===== src/hw/rtl/shns_pkg.sv =====
// Shared types and constants for the sorted held-note stack.
// Used by shns_seq and sorted_held_note_stack; no dependencies.
`timescale 1ns / 1ps

package shns_pkg;

    // Default list depth
    localparam int DEPTH_DEF = 8;

    // Field widths
    localparam int NOTE_W  = 7;
    localparam int OP_W    = 2;
    localparam int COUNT_W = 4;

    // Opcodes
    localparam logic [OP_W-1:0] OP_PRESS   = 2'd0;
    localparam logic [OP_W-1:0] OP_RELEASE = 2'd1;
    localparam logic [OP_W-1:0] OP_CLEAR   = 2'd2;

    // Stream widths (fields packed from bit 0, padded to bytes)
    localparam int S_TDATA_W = 16;
    localparam int M_TDATA_W = 16;

    // Result of one transaction
    typedef struct packed {
        logic [COUNT_W-1:0] held_count;
        logic               top_valid;
        logic [NOTE_W-1:0]  top_note;
    } t_res;

endpackage


===== src/hw/rtl/shns_ram.sv =====
// Generic single-write, single-read RAM with registered read data.
// No dependencies.
`timescale 1ns / 1ps

module shns_ram #(
    parameter  int WIDTH = 8,
    parameter  int DEPTH = 8,
    localparam int AW    = (DEPTH > 1) ? $clog2(DEPTH) : 1
) (
    input  logic                 i_clk,
    input  logic                 i_wr_en,
    input  logic [AW-1:0]        i_wr_addr,
    input  logic [WIDTH-1:0]     i_wr_data,
    input  logic                 i_rd_en,
    input  logic [AW-1:0]        i_rd_addr,
    output logic [WIDTH-1:0]     o_rd_data
);

    logic [WIDTH-1:0] r_mem [DEPTH];
    logic [WIDTH-1:0] r_rd_data;

    // Write port
    always_ff @(posedge i_clk) begin
        if (i_wr_en) begin
            r_mem[i_wr_addr] <= i_wr_data;
        end
    end

    // Registered read port; hold data when not reading
    always_ff @(posedge i_clk) begin
        if (i_rd_en) begin
            r_rd_data <= r_mem[i_rd_addr];
        end
    end

    assign o_rd_data = r_rd_data;

endmodule


===== src/hw/rtl/shns_seq.sv =====
// Sequencer for the sorted note list: scans, shifts and places entries
// one at a time through a shared compare unit. Uses shns_pkg and shns_ram.
`timescale 1ns / 1ps

module shns_seq
    import shns_pkg::*;
#(
    parameter int DEPTH = DEPTH_DEF
) (
    input  logic              i_clk,
    input  logic              i_rst_n,
    input  logic              i_start,
    input  logic [OP_W-1:0]   i_op,
    input  logic [NOTE_W-1:0] i_note,
    output logic              o_idle,
    output logic              o_res_valid,
    input  logic              i_res_ready,
    output t_res              o_res
);

    localparam int IW = (DEPTH > 1) ? $clog2(DEPTH) : 1;
    localparam int CW = $clog2(DEPTH + 1);

    typedef enum logic [6:0] {
        ST_IDLE     = 7'b0000001,
        ST_SCAN_RD  = 7'b0000010,
        ST_SCAN_CMP = 7'b0000100,
        ST_SHIFT_RD = 7'b0001000,
        ST_SHIFT_WR = 7'b0010000,
        ST_PLACE    = 7'b0100000,
        ST_DONE     = 7'b1000000
    } t_state;

    t_state            r_state, n_state;
    logic [OP_W-1:0]   r_op, n_op;
    logic [NOTE_W-1:0] r_note, n_note;
    logic [CW-1:0]     r_count, n_count;
    logic [CW-1:0]     r_idx, n_idx;
    logic [CW-1:0]     r_pos, n_pos;
    logic [NOTE_W-1:0] r_top;

    logic              wr_en;
    logic [IW-1:0]     wr_addr;
    logic [NOTE_W-1:0] wr_data;
    logic              rd_en;
    logic [IW-1:0]     rd_addr;
    logic [NOTE_W-1:0] rd_data;

    logic [CW-1:0]     idx_inc, idx_dec, count_dec, new_count, shift_top;
    logic              full, cmp_eq, cmp_lt;
    logic [CW+COUNT_W-1:0] count_ext;

    shns_ram #(
        .WIDTH (NOTE_W),
        .DEPTH (DEPTH)
    ) u_ram (
        .i_clk     (i_clk),
        .i_wr_en   (wr_en),
        .i_wr_addr (wr_addr),
        .i_wr_data (wr_data),
        .i_rd_en   (rd_en),
        .i_rd_addr (rd_addr),
        .o_rd_data (rd_data)
    );

    // Shared compare unit and cursor arithmetic
    assign cmp_eq    = (rd_data == r_note);
    assign cmp_lt    = (rd_data < r_note);
    assign idx_inc   = r_idx + CW'(1);
    assign idx_dec   = r_idx - CW'(1);
    assign count_dec = r_count - CW'(1);
    assign full      = (r_count == CW'(DEPTH));
    assign new_count = full ? r_count : r_count + CW'(1);
    assign shift_top = full ? count_dec : r_count;

    // Next-state logic
    always_comb begin
        n_state = r_state;
        n_op    = r_op;
        n_note  = r_note;
        n_count = r_count;
        n_idx   = r_idx;
        n_pos   = r_pos;
        wr_en   = 1'b0;
        wr_addr = r_idx[IW-1:0];
        wr_data = rd_data;
        rd_en   = 1'b0;
        rd_addr = r_idx[IW-1:0];
        case (r_state)
            ST_IDLE: begin
                if (i_start) begin
                    n_op   = i_op;
                    n_note = i_note;
                    n_idx  = '0;
                    n_pos  = '0;
                    case (i_op)
                        OP_PRESS:   n_state = (r_count == '0) ? ST_PLACE : ST_SCAN_RD;
                        OP_RELEASE: n_state = (r_count == '0) ? ST_DONE : ST_SCAN_RD;
                        OP_CLEAR: begin
                            n_count = '0;
                            n_state = ST_DONE;
                        end
                        default:    n_state = ST_DONE;
                    endcase
                end
            end
            ST_SCAN_RD: begin
                rd_en   = 1'b1;
                n_state = ST_SCAN_CMP;
            end
            ST_SCAN_CMP: begin
                if (r_op == OP_PRESS) begin
                    if (cmp_eq) begin
                        n_state = ST_DONE;
                    end else if (cmp_lt) begin
                        // Insert here; open a gap from the tail down
                        n_pos   = r_idx;
                        n_idx   = shift_top;
                        n_state = (shift_top == r_idx) ? ST_PLACE : ST_SHIFT_RD;
                    end else begin
                        n_idx = idx_inc;
                        if (idx_inc == r_count) begin
                            // Lower than every entry: append or drop
                            n_pos   = idx_inc;
                            n_state = full ? ST_DONE : ST_PLACE;
                        end else begin
                            n_state = ST_SCAN_RD;
                        end
                    end
                end else begin
                    if (cmp_eq) begin
                        if (r_idx == count_dec) begin
                            n_count = count_dec;
                            n_state = ST_DONE;
                        end else begin
                            n_state = ST_SHIFT_RD;
                        end
                    end else begin
                        n_idx   = idx_inc;
                        n_state = (idx_inc == r_count) ? ST_DONE : ST_SCAN_RD;
                    end
                end
            end
            ST_SHIFT_RD: begin
                rd_en   = 1'b1;
                rd_addr = (r_op == OP_PRESS) ? idx_dec[IW-1:0] : idx_inc[IW-1:0];
                n_state = ST_SHIFT_WR;
            end
            ST_SHIFT_WR: begin
                wr_en = 1'b1;
                if (r_op == OP_PRESS) begin
                    n_idx   = idx_dec;
                    n_state = (idx_dec == r_pos) ? ST_PLACE : ST_SHIFT_RD;
                end else begin
                    n_idx = idx_inc;
                    if (idx_inc == count_dec) begin
                        n_count = count_dec;
                        n_state = ST_DONE;
                    end else begin
                        n_state = ST_SHIFT_RD;
                    end
                end
            end
            ST_PLACE: begin
                wr_en   = 1'b1;
                wr_addr = r_pos[IW-1:0];
                wr_data = r_note;
                n_count = new_count;
                n_state = ST_DONE;
            end
            ST_DONE: begin
                if (i_res_ready) begin
                    n_state = ST_IDLE;
                end
            end
            default: n_state = ST_IDLE;
        endcase
    end

    // Control registers
    always_ff @(posedge i_clk) begin
        if (!i_rst_n) begin
            r_state <= ST_IDLE;
            r_count <= '0;
        end else begin
            r_state <= n_state;
            r_count <= n_count;
        end
    end

    // Working registers
    always_ff @(posedge i_clk) begin
        r_op   <= n_op;
        r_note <= n_note;
        r_idx  <= n_idx;
        r_pos  <= n_pos;
    end

    // Shadow copy of the head entry
    always_ff @(posedge i_clk) begin
        if (wr_en && (wr_addr == '0)) begin
            r_top <= wr_data;
        end
    end

    // Result
    assign count_ext        = {{COUNT_W{1'b0}}, r_count};
    assign o_idle           = (r_state == ST_IDLE);
    assign o_res_valid      = (r_state == ST_DONE);
    assign o_res.top_valid  = (r_count != '0);
    assign o_res.top_note   = (r_count != '0) ? r_top : '0;
    assign o_res.held_count = count_ext[COUNT_W-1:0];

    // Checks
    a_count_bound: assert property (@(posedge i_clk) disable iff (!i_rst_n)
        r_count <= CW'(DEPTH))
        else $error("note count exceeds depth");

    a_clear_empties: assert property (@(posedge i_clk) disable iff (!i_rst_n)
        (r_state == ST_IDLE && i_start && i_op == OP_CLEAR) |=> (r_count == '0))
        else $error("clear did not empty the list");

    a_done_release: assert property (@(posedge i_clk) disable iff (!i_rst_n)
        (r_state == ST_DONE && i_res_ready) |=> (r_state == ST_IDLE))
        else $error("result handoff did not return to idle");

    a_place_nonempty: assert property (@(posedge i_clk) disable iff (!i_rst_n)
        (r_state == ST_PLACE) |=> (r_count != '0 && r_state == ST_DONE))
        else $error("placed note left list empty");

    a_write_in_range: assert property (@(posedge i_clk) disable iff (!i_rst_n)
        wr_en |-> ({1'b0, wr_addr} < (IW + 1)'(DEPTH)))
        else $error("write beyond list end");

endmodule


===== src/hw/rtl/sorted_held_note_stack.sv =====
// Top level of the sorted held-note stack: stream ports and result register.
// Depends on shns_pkg, shns_seq and shns_ram.
//
//  Channel  Dir  Handshake          Payload
//  s_axis   in   tvalid / tready    tdata[1:0] opcode, tdata[8:2] note
//  m_axis   out  tvalid / tready    tdata[6:0] top_note, [7] top_valid, [11:8] held_count
//
// A transaction walks the list one entry at a time through one RAM port pair:
// each entry scanned or shifted passes a read state and a compare or write state
// (never more than DEPTH entries in all); then a press that adds its note places
// it, the result is handed over and the sequencer returns to idle. Clear and
// unused opcodes go straight to the hand-over. Reset clears the count; there is
// no clearing pass. s_axis_tready is high whenever the sequencer
// is idle, also while an earlier result still waits in the output register; a
// finished result holds the sequencer until that register frees up.
`timescale 1ns / 1ps

module sorted_held_note_stack
    import shns_pkg::*;
#(
    parameter int DEPTH = DEPTH_DEF
) (
    input  logic                 i_clk,
    input  logic                 i_rst_n,
    input  logic                 s_axis_tvalid,
    output logic                 s_axis_tready,
    input  logic [S_TDATA_W-1:0] s_axis_tdata,   // [1:0] opcode, [8:2] note
    output logic                 m_axis_tvalid,
    input  logic                 m_axis_tready,
    output logic [M_TDATA_W-1:0] m_axis_tdata    // [6:0] top_note, [7] top_valid,
                                                 // [11:8] held_count
);

    logic   seq_idle;
    logic   seq_res_valid;
    logic   seq_res_ready;
    t_res   seq_res;
    logic   r_m_valid;
    t_res   r_m_res;

    shns_seq #(
        .DEPTH (DEPTH)
    ) u_seq (
        .i_clk       (i_clk),
        .i_rst_n     (i_rst_n),
        .i_start     (s_axis_tvalid && seq_idle),
        .i_op        (s_axis_tdata[OP_W-1:0]),
        .i_note      (s_axis_tdata[OP_W+NOTE_W-1:OP_W]),
        .o_idle      (seq_idle),
        .o_res_valid (seq_res_valid),
        .i_res_ready (seq_res_ready),
        .o_res       (seq_res)
    );

    assign s_axis_tready = seq_idle;
    assign seq_res_ready = !r_m_valid || m_axis_tready;

    // Output register: load a finished result, drop valid once taken
    always_ff @(posedge i_clk) begin
        if (!i_rst_n) begin
            r_m_valid <= 1'b0;
        end else if (seq_res_valid && seq_res_ready) begin
            r_m_valid <= 1'b1;
        end else if (m_axis_tready) begin
            r_m_valid <= 1'b0;
        end
    end

    // Result payload
    always_ff @(posedge i_clk) begin
        if (seq_res_valid && seq_res_ready) begin
            r_m_res <= seq_res;
        end
    end

    assign m_axis_tvalid = r_m_valid;
    assign m_axis_tdata  = {{(M_TDATA_W - NOTE_W - 1 - COUNT_W){1'b0}},
                            r_m_res.held_count, r_m_res.top_valid, r_m_res.top_note};

endmodule

===== config.mk =====
export PLATFORM = sky130hd
export DESIGN_NAME = sorted_held_note_stack
export DESIGN_NICKNAME = d
export VERILOG_FILES = /design/src/hw/rtl/shns_pkg.sv /design/src/hw/rtl/shns_ram.sv /design/src/hw/rtl/shns_seq.sv /design/src/hw/rtl/sorted_held_note_stack.sv
export SDC_FILE = /design/constraint.sdc
export NUM_CORES = 1
export LEC_CHECK = 0
export ABC_AREA = 1
export BUFFER_PORTS_ARGS = -buffer_cell sky130_fd_sc_hd__clkbuf_2
export CORE_MARGIN = 5
export CORE_UTILIZATION = 40
export DETAILED_ROUTE_END_ITERATION = 10
export SETUP_SLACK_MARGIN = 0.1
export SLEW_MARGIN = 40
export SYNTH_ARGS = -nofsm -noshare
export SYNTH_HDL_FRONTEND = slang
export SYNTH_SLANG_ARGS = --single-unit

===== constraint.sdc =====
create_clock -name i_clk -period 2.8 [get_ports i_clk]
set_clock_uncertainty 0.15 [all_clocks]
set_input_delay 0.28 -clock i_clk [delete_from_list [all_inputs] [get_ports i_clk]]
set_output_delay 0.28 -clock i_clk [all_outputs]
set_load 0.05 [all_outputs]

==> results of run 1 <==
## synthesized netlist by cell type, types with 6 or more instances
cell type  count
xnor2_1        7
ha_1          12
inv_2         10
nor2_2         6
xor2_1         9
o21ai_0       44
buf_4         10
nand2_2        6
edfxtp_1      99
dfxtp_1       12
nand2_1      117
nor2_1        92
a21oi_1       16
o21ai_1       20
nand3_1       25
inv_1         55
o22ai_1        8
## cell type report
type | count | area [um^2]
multi-input combinational | 392 | 1954
clock buffer | 10 | 229.0
inverter | 66 | 250.2
sequential | 111 | 3213
clock inverter | 6 | 43.79
fill | 1339 | 7487
timing repair buffer | 55 | 370.4
tap | 180 | 225.2
## what timing repair did
item	4_1_cts	5_1_grt
endpoints found under the setup margin	0	1
gates resized for setup	0	2
hold endpoints to repair	9	0
buffers inserted	0	0
hold buffers	9	0
## cells by family (layout without fill, tap and decap cells)
logic type               after synthesis  count (layout)  share of synthesized area [%]
AO/OA/AOI/OAI                         98              98                          9.530
flip-flops                           111             111                          57.85
adder cells (fa/ha/maj)               12              12                          2.703
AND/OR/NAND/NOR                      262             262                          20.16
other                                  1               4                        0.06752
XOR/XNOR                              16              16                          2.523
buffers and inverters                 85             137                          7.164
## power by group through the flow
stage                     logic [mW]  clock network, mW  registers (mW)
after floorplan                 1.83                  0            2.21
after global placement          2.34                  0            2.19
after detailed placement        2.39                  0            2.20
after CTS                       2.42               1.22            2.16
after global routing            2.72               1.29            2.18
final                           2.41               1.19            2.16
## state kept, by name, summed over array words and instances (netlist names)
register,flops
u_seq.r_top,7
m_axis_tvalid,1
u_seq.r_pos,4
u_seq.u_ram.o_rd_data,7
u_seq.r_state,7
u_seq.r_idx,4
u_seq.r_count,4
m_axis_tdata,12
u_seq.r_note,7
u_seq.u_ram.r_mem,56
u_seq.r_op,2
## per-stage QoR
| stage | setup slack [ns] | util, % |
|---|---|---|
| after floorplan | 0.5487 | - |
| after global placement | 0.3515 | 42.99 |
| after detailed placement | 0.3445 | 42.99 |
| after CTS | 0.3336 | 45.62 |
| after global routing | 0.1243 | 45.64 |
| final | 0.3421 | 45.64 |
## how the worst max path moves through the flow
stage | startpoint | cells past startpoint | slack, ns | to
floorplan | u_seq.r_idx[0] | 14 | 0.55 | u_seq.u_ram.o_rd_data[3]
global placement | u_seq.r_state[0] | 6 | 0.35 | u_seq.r_top[4]
detailed placement | u_seq.r_state[0] | 10 | 0.34 | u_seq.r_top[3]
CTS | u_seq.r_state[0] | 10 | 0.33 | u_seq.u_ram.r_mem[1][5]
global route | u_seq.r_state[0] | 10 | 0.12 | u_seq.u_ram.r_mem[1][5]
finish | u_seq.r_idx[1] | 12 | 0.34 | u_seq.u_ram.o_rd_data[5]
## worst reg2reg max path, cell delays in order, from the launching register on
cell and delay [ns]:
edfxtp_1 0.39, inv_1 0.18, ha_1 0.36, inv_1 0.19, nor2_1 0.07, nor2_1 0.12, nand2_1 0.08, o21ai_2 0.08
buf_4 0.23, o21ai_0 0.12, o22ai_1 0.20, nand2_1 0.08, nand2_1 0.09
## placed cells by master (no fill, tap or decap), drive strengths merged, types with 2 or more instances in the layout
master / netlist / final
nand2: 123 / 123
nor2: 102 / 102
edfxtp: 99 / 99
inv: 65 / 68
o21ai: 66 / 66
clkbuf: 1 / 36
nand3: 28 / 28
buf: 18 / 20
a21oi: 16 / 16
ha: 12 / 12
dfxtp: 12 / 12
xor2: 9 / 9
dlygate4sd3: 0 / 9
o22ai: 8 / 8
xnor2: 7 / 7
o211ai: 5 / 5
nand4: 4 / 4
conb: 1 / 4
clkinv: 1 / 3
nor3: 2 / 2
## layer usage
layer  share of wire, %  GRT usage, %
met5                  0             0
met4                1.8         5.556
met3                3.5         2.958
met2                 51         27.02
met1                 43         18.94
==> results.py, run 1 <==
metrics = {
    "global_route": {
        "grt_overflow": 0,
        "grt_use_total_pct": 15.43,
        "grt_pass1_wl_um": 19910,
        "grt_max_degree": 29,
        "antenna_found_initial": 0,
        "grt_pass1_vias": 4071,
    },
    "routing": {
        "routed_wl_um": 12160,
        "drt_pass1_iterations": 4,
        "ant_nets": 0,
        "vias_per_cell": 5.021,
        "via_count": 4117,
        "drt_iter0_markers": 251,
        "drc": 0,
        "avgRoutedWirePerCell_um": 14.82,
    },
    "timing": {
        "rsz0062_at_grt": "no",
        "tightest_slew_ns": 0.7008,
        "slew_violations": 0,
        "period_minus_slack_ns": 2.458,
        "fin_setup_tns_ns": 0,
        "setup_viol": 0,
        "layout_worst_path_cycle_share_pct": 87.78,
        "fmax_ghz": 0.4069,
        "slew_headroom_pct": 52.97,
        "hold_ws_ns": 0.02798,
        "hold_viol": 0,
    },
    "critical_path": {
        "start_kind": "register",
        "criticalPathCategory": "register to register",
        "cp.arrival_ns": 2.52,
        "regToRegSetupSlack_ns": 0.34,
        "cp_max_fo": 14,
        "cp_common_cell": "nand2_1",
        "crit_family": "buffers and inverters",
        "slowest_delay_ns": 0.39,
        "crit_chain": "inv_1 > ha_1 > inv_1 > nor2_1 > nor2_1 > nand2_1 > o21ai_2 > buf_4 > o21ai_0 > o22ai_1 > nand2_1 > nand2_1",
        "reg2regPathDepth": 12,
        "critical_path.n_buffers_inverters": 3,
        "regToRegStartpoint": "u_seq.r_idx[1]",
        "timing.rr.end": "u_seq.u_ram.o_rd_data[5]",
        "endpoint_kind": "register",
        "crit_slowest_cell": "edfxtp_1",
        "crit_required_ns": 2.87,
    },
    "pwr": {
        "p_int_mw": 3.401,
        "p_seq_share_pct": 37.5,
        "netSwitchingPower_mw": 2.369,
        "pwr-share-comb_pct": 41.8,
        "p_leak_nw": 2.534,
        "clkPwrFrac_pct": 20.7,
        "p_per_area_nw_per_um2": 918.0,
        "finalPower_mw": 5.770,
        "swShare_pct": 41.05,
        "max-vdd-ir-drop_mv": 0.5050,
    },
    "min_path": {
        "hold_end": "u_seq.r_state[0]",
        "hold_depth": 2,
        "hp-class": "input pin to register",
        "hold_start": "i_rst_n",
    },
    "clock_network": {
        "tritoncts": "yes",
        "clock_sinks": 111,
        "insertion_delay_ns": 0.35,
        "clkTransAtPathRegs_ns": 0.07,
        "numCtsBuffers": 9,
        "clock_path_buffers": 2,
        "cts_root_buffer": "clkbuf_16",
        "h-tree-depth": 3,
    },
    "placement": {
        "gp_congestion": 0.8845,
        "portBuffers": 26,
        "placed_area_um2": 5921,
        "place.detailed.hpwl_um": 8962,
        "placed_cells": 795,
    },
    "final_layout": {
        "syn_to_final_growth_pct": 13.18,
        "design_area_um2": 6286,
        "layout-drive-gt1-share_pct": 14.22,
        "diodes": 0,
        "nets": 667,
        "fin_cells": 820,
    },
    "floorplan": {
        "fp.dieW_um": 127.8,
        "core_area_um2": 13770,
        "dieArea_um2": 16340,
        "row_count": 43,
        "num_io_pins": 38,
        "fp.dieH_um": 127.8,
        "initial_utilization_pct": 40.33,
    },
    "logic_synthesis": {
        "synth_edf_count": 99,
        "synth.largest_area_cell": "edfxtp_1",
        "ys_warn_count": 0,
        "async_flop_share_pct": 0,
        "syn_avg_cell_area_um2": 9.494,
        "yosys_most_used_dff": "edfxtp_1",
        "synth_area_um2": 5554,
        "netlist_top_cells_area": "edfxtp_1, nand2_1, nor2_1",
        "yosysSeqAreaShare_pct": 57.85,
        "synth-seq-cells": 111,
        "syn-instance-count": 585,
        "synth.distinct_cells": 35,
        "yosysTopAreaCellShare_pct": 53.53,
    },
    "run": {
        "cap_violations": 0,
    },
    "status": {
        "status": "finished, final reports clean",
    },
}
Note: power is estimated with default switching activity, not from simulation.
==> inputs of run 2 (changes only) <==
--- a/config.mk
+++ b/config.mk
@@ -14,4 +14,5 @@
 export SLEW_MARGIN = 40
 export SYNTH_ARGS = -nofsm -noshare
 export SYNTH_HDL_FRONTEND = slang
+export SYNTH_HIERARCHICAL = 1
 export SYNTH_SLANG_ARGS = --single-unit
==> run 2 against run 1 <==
  * Combinational power about the same
  * Critical path depth is 1 higher
  * Die area up 8.1%
  * Sequential share of layout area fell by 4.0 points
  * Flip-flop and latch count unchanged
  * Synthesized cell count increased by 15%
  * Non-clock buffer count is 7 higher
  * Design area rose by 8.6%
  * Total power up 0.29%
  * Global-route usage is 0.14 points lower
  * Register-to-register slack worse by 0.07 ns
  * Via count up 7.4%
  * Critical endpoint is now u_seq/u_ram/o_rd_data[5]
  * Largest cell class unchanged
==> results.py, run 2 <==
metrics = {
    "logic_synthesis": {
        "netlist_top_cells_area": "edfxtp_1, nand2_1, inv_1",
        "synth.largest_area_cell": "edfxtp_1",
        "synth-seq-cells": 111,
        "synth_common_cells": "nand2_1, inv_1, edfxtp_1",
        "yosysTopAreaCellShare_pct": 49.19,
        "yosysMostFrequentCell": "nand2_1",
        "yosys_most_used_dff": "edfxtp_1",
        "syn-instance-count": 670,
        "ys_warn_count": 6,
        "syn_avg_cell_area_um2": 9.020,
        "synth_area_um2": 6043,
        "synth.distinct_cells": 47,
        "async_flop_share_pct": 0,
        "synth_edf_count": 99,
        "yosysSeqAreaShare_pct": 53.17,
    },
    "run": {
        "cap_violations": 0,
    },
    "timing": {
        "hold_viol": 0,
        "slew_violations": 0,
        "slew_headroom_pct": 41.98,
        "fin_setup_tns_ns": 0,
        "fmax_ghz": 0.3956,
        "setup_viol": 0,
        "period_minus_slack_ns": 2.528,
        "tightest_slew_ns": 0.8645,
        "rsz0062_at_grt": "no",
        "hold_ws_ns": 0.05596,
        "layout_worst_path_cycle_share_pct": 90.29,
    },
    "final_layout": {
        "syn_to_final_growth_pct": 12.96,
        "largest_reg_flops": 56,
        "layout-drive-gt1-share_pct": 17.56,
        "final_common_cell": "nand2_1",
        "nets": 757,
        "largest_register": "u_seq/u_ram/r_mem",
        "final_cell_mix": "nand2_1, inv_1, edfxtp_1",
        "diodes": 0,
    },
    "critical_path": {
        "criticalPathCategory": "register to register",
        "endpoint_kind": "register",
        "crit_required_ns": 2.74,
        "start_kind": "register",
        "cp.arrival_ns": 2.47,
        "cp_max_fo": 7,
    },
    "pwr": {
        "max-vdd-ir-drop_mv": 0.3313,
        "p_per_area_nw_per_um2": 847.7,
        "pwr-share-comb_pct": 42.0,
        "clkPwrFrac_pct": 21.4,
        "netSwitchingPower_mw": 2.330,
        "p_leak_nw": 3.079,
        "finalPower_mw": 5.787,
        "swShare_pct": 40.26,
        "p_seq_share_pct": 36.6,
        "p_int_mw": 3.457,
    },
    "global_route": {
        "grt_overflow": 0,
        "grt_use_total_pct": 15.29,
        "grt_max_degree": 29,
        "grt_pass1_wl_um": 21510,
        "grt_pass1_vias": 4380,
        "antenna_found_initial": 0,
    },
    "min_path": {
        "hp-class": "input pin to register",
    },
    "floorplan": {
        "num_io_pins": 38,
        "row_count": 45,
        "core_area_um2": 15030,
        "fp.dieH_um": 132.9,
        "initial_utilization_pct": 40.20,
        "fp.dieW_um": 132.9,
        "dieArea_um2": 17670,
    },
    "clock_network": {
        "insertion_delay_ns": 0.35,
        "h-tree-depth": 3,
        "tritoncts": "yes",
        "clock_path_buffers": 2,
        "clock_sinks": 111,
        "numCtsBuffers": 9,
        "cts_root_buffer": "clkbuf_16",
        "clkTransAtPathRegs_ns": 0.07,
    },
    "placement": {
        "portBuffers": 26,
        "gp_congestion": 0.9126,
        "place.detailed.hpwl_um": 9859,
    },
    "routing": {
        "vias_per_cell": 4.823,
        "drt_pass1_iterations": 4,
        "ant_nets": 0,
        "via_count": 4423,
        "routed_wl_um": 13030,
        "avgRoutedWirePerCell_um": 14.21,
        "drc": 0,
        "drt_iter0_markers": 253,
    },
    "status": {
        "status": "finished, final reports clean",
    },
}
run 2: critical path: stages, from the launching register on:
cell        delay [ns]
edfxtp_1          0.38
inv_1             0.15
ha_1              0.35
inv_1             0.13
nor2_1            0.06
nor2_1            0.15
nand2_1           0.08
o21ai_2           0.17
clkinvlp_4        0.15
buf_4             0.18
nand3_1           0.10
nand2_1           0.07
nand2_1           0.06
nand2_1           0.09
run 2: per-stage QoR:
step,instances,cell area (um^2),util (%),setup slack (ns)
floorplan,673,6055,-,0.4088
global placement,891,6419,42.70,0.3550
detailed placement,891,6419,42.70,0.3177
CTS,915,6798,45.22,0.2937
global route,917,6827,45.41,0.09668
finish,917,6827,45.41,0.2720
run 2: layer usage:
| layer | GRT usage [%] | vias up | part of all wire [%] |
|---|---|---|---|
| li1 | - | 2237 | - |
| met1 | 19.27 | 2107 | 45 |
| met2 | 26.30 | 63 | 49 |
| met3 | 3.042 | 16 | 3.5 |
| met4 | 5.081 | 0 | 1.6 |
| met5 | 0 | - | 0 |
run 2: cell families after synthesis:
group                    Yosys count  synth area share (%)
AO/OA/AOI/OAI                     54                 5.197
XOR/XNOR                          14                 2.277
adder cells (fa/ha/maj)           11                 2.277
buffers and inverters            146                 11.14
flip-flops                       111                 53.17
other                              1               0.06205
AND/OR/NAND/NOR                  333                 25.88
run 2: area by class of cell:
cell class / count / area [um^2]
clock buffer: 11 / 232.7
clock inverter: 3 / 46.29
fill: 1450 / 8207
inverter: 125 / 479.2
multi-input combinational: 416 / 2187
sequential: 111 / 3213
tap: 188 / 235.2
timing repair buffer: 62 / 425.4
timing repair inverter: 1 / 7.507
run 2: power by group through the flow:
stage                     Sequential [mW]  Clock, mW  Combinational [mW]
after CTS                            2.12       1.26                2.40
after floorplan                      2.16          0                1.87
final                                2.12       1.24                2.43
after global placement               2.15          0                2.32
after detailed placement             2.16          0                2.37
after global routing                 2.14       1.34                2.70
run 2: repair_timing:
action / in CTS / in global routing
endpoints found under the setup margin: 0 / 11
buffers inserted: 0 / 1
endpoints found under the hold margin: 10 / 0
hold buffers: 10 / 0
gates resized for setup: 0 / 7
run 2: final timing paths:
check                           slack, ns           start  cells past startpoint                        to
worst max-delay path                 0.27  u_seq/r_idx[0]                     13  u_seq/u_ram/o_rd_data[5]
worst min-delay path                 0.06   m_axis_tready                      4             m_axis_tvalid
worst max register to register       0.27  u_seq/r_idx[0]                     13  u_seq/u_ram/o_rd_data[5]
worst min register to register       0.37   m_axis_tvalid                      2             m_axis_tvalid
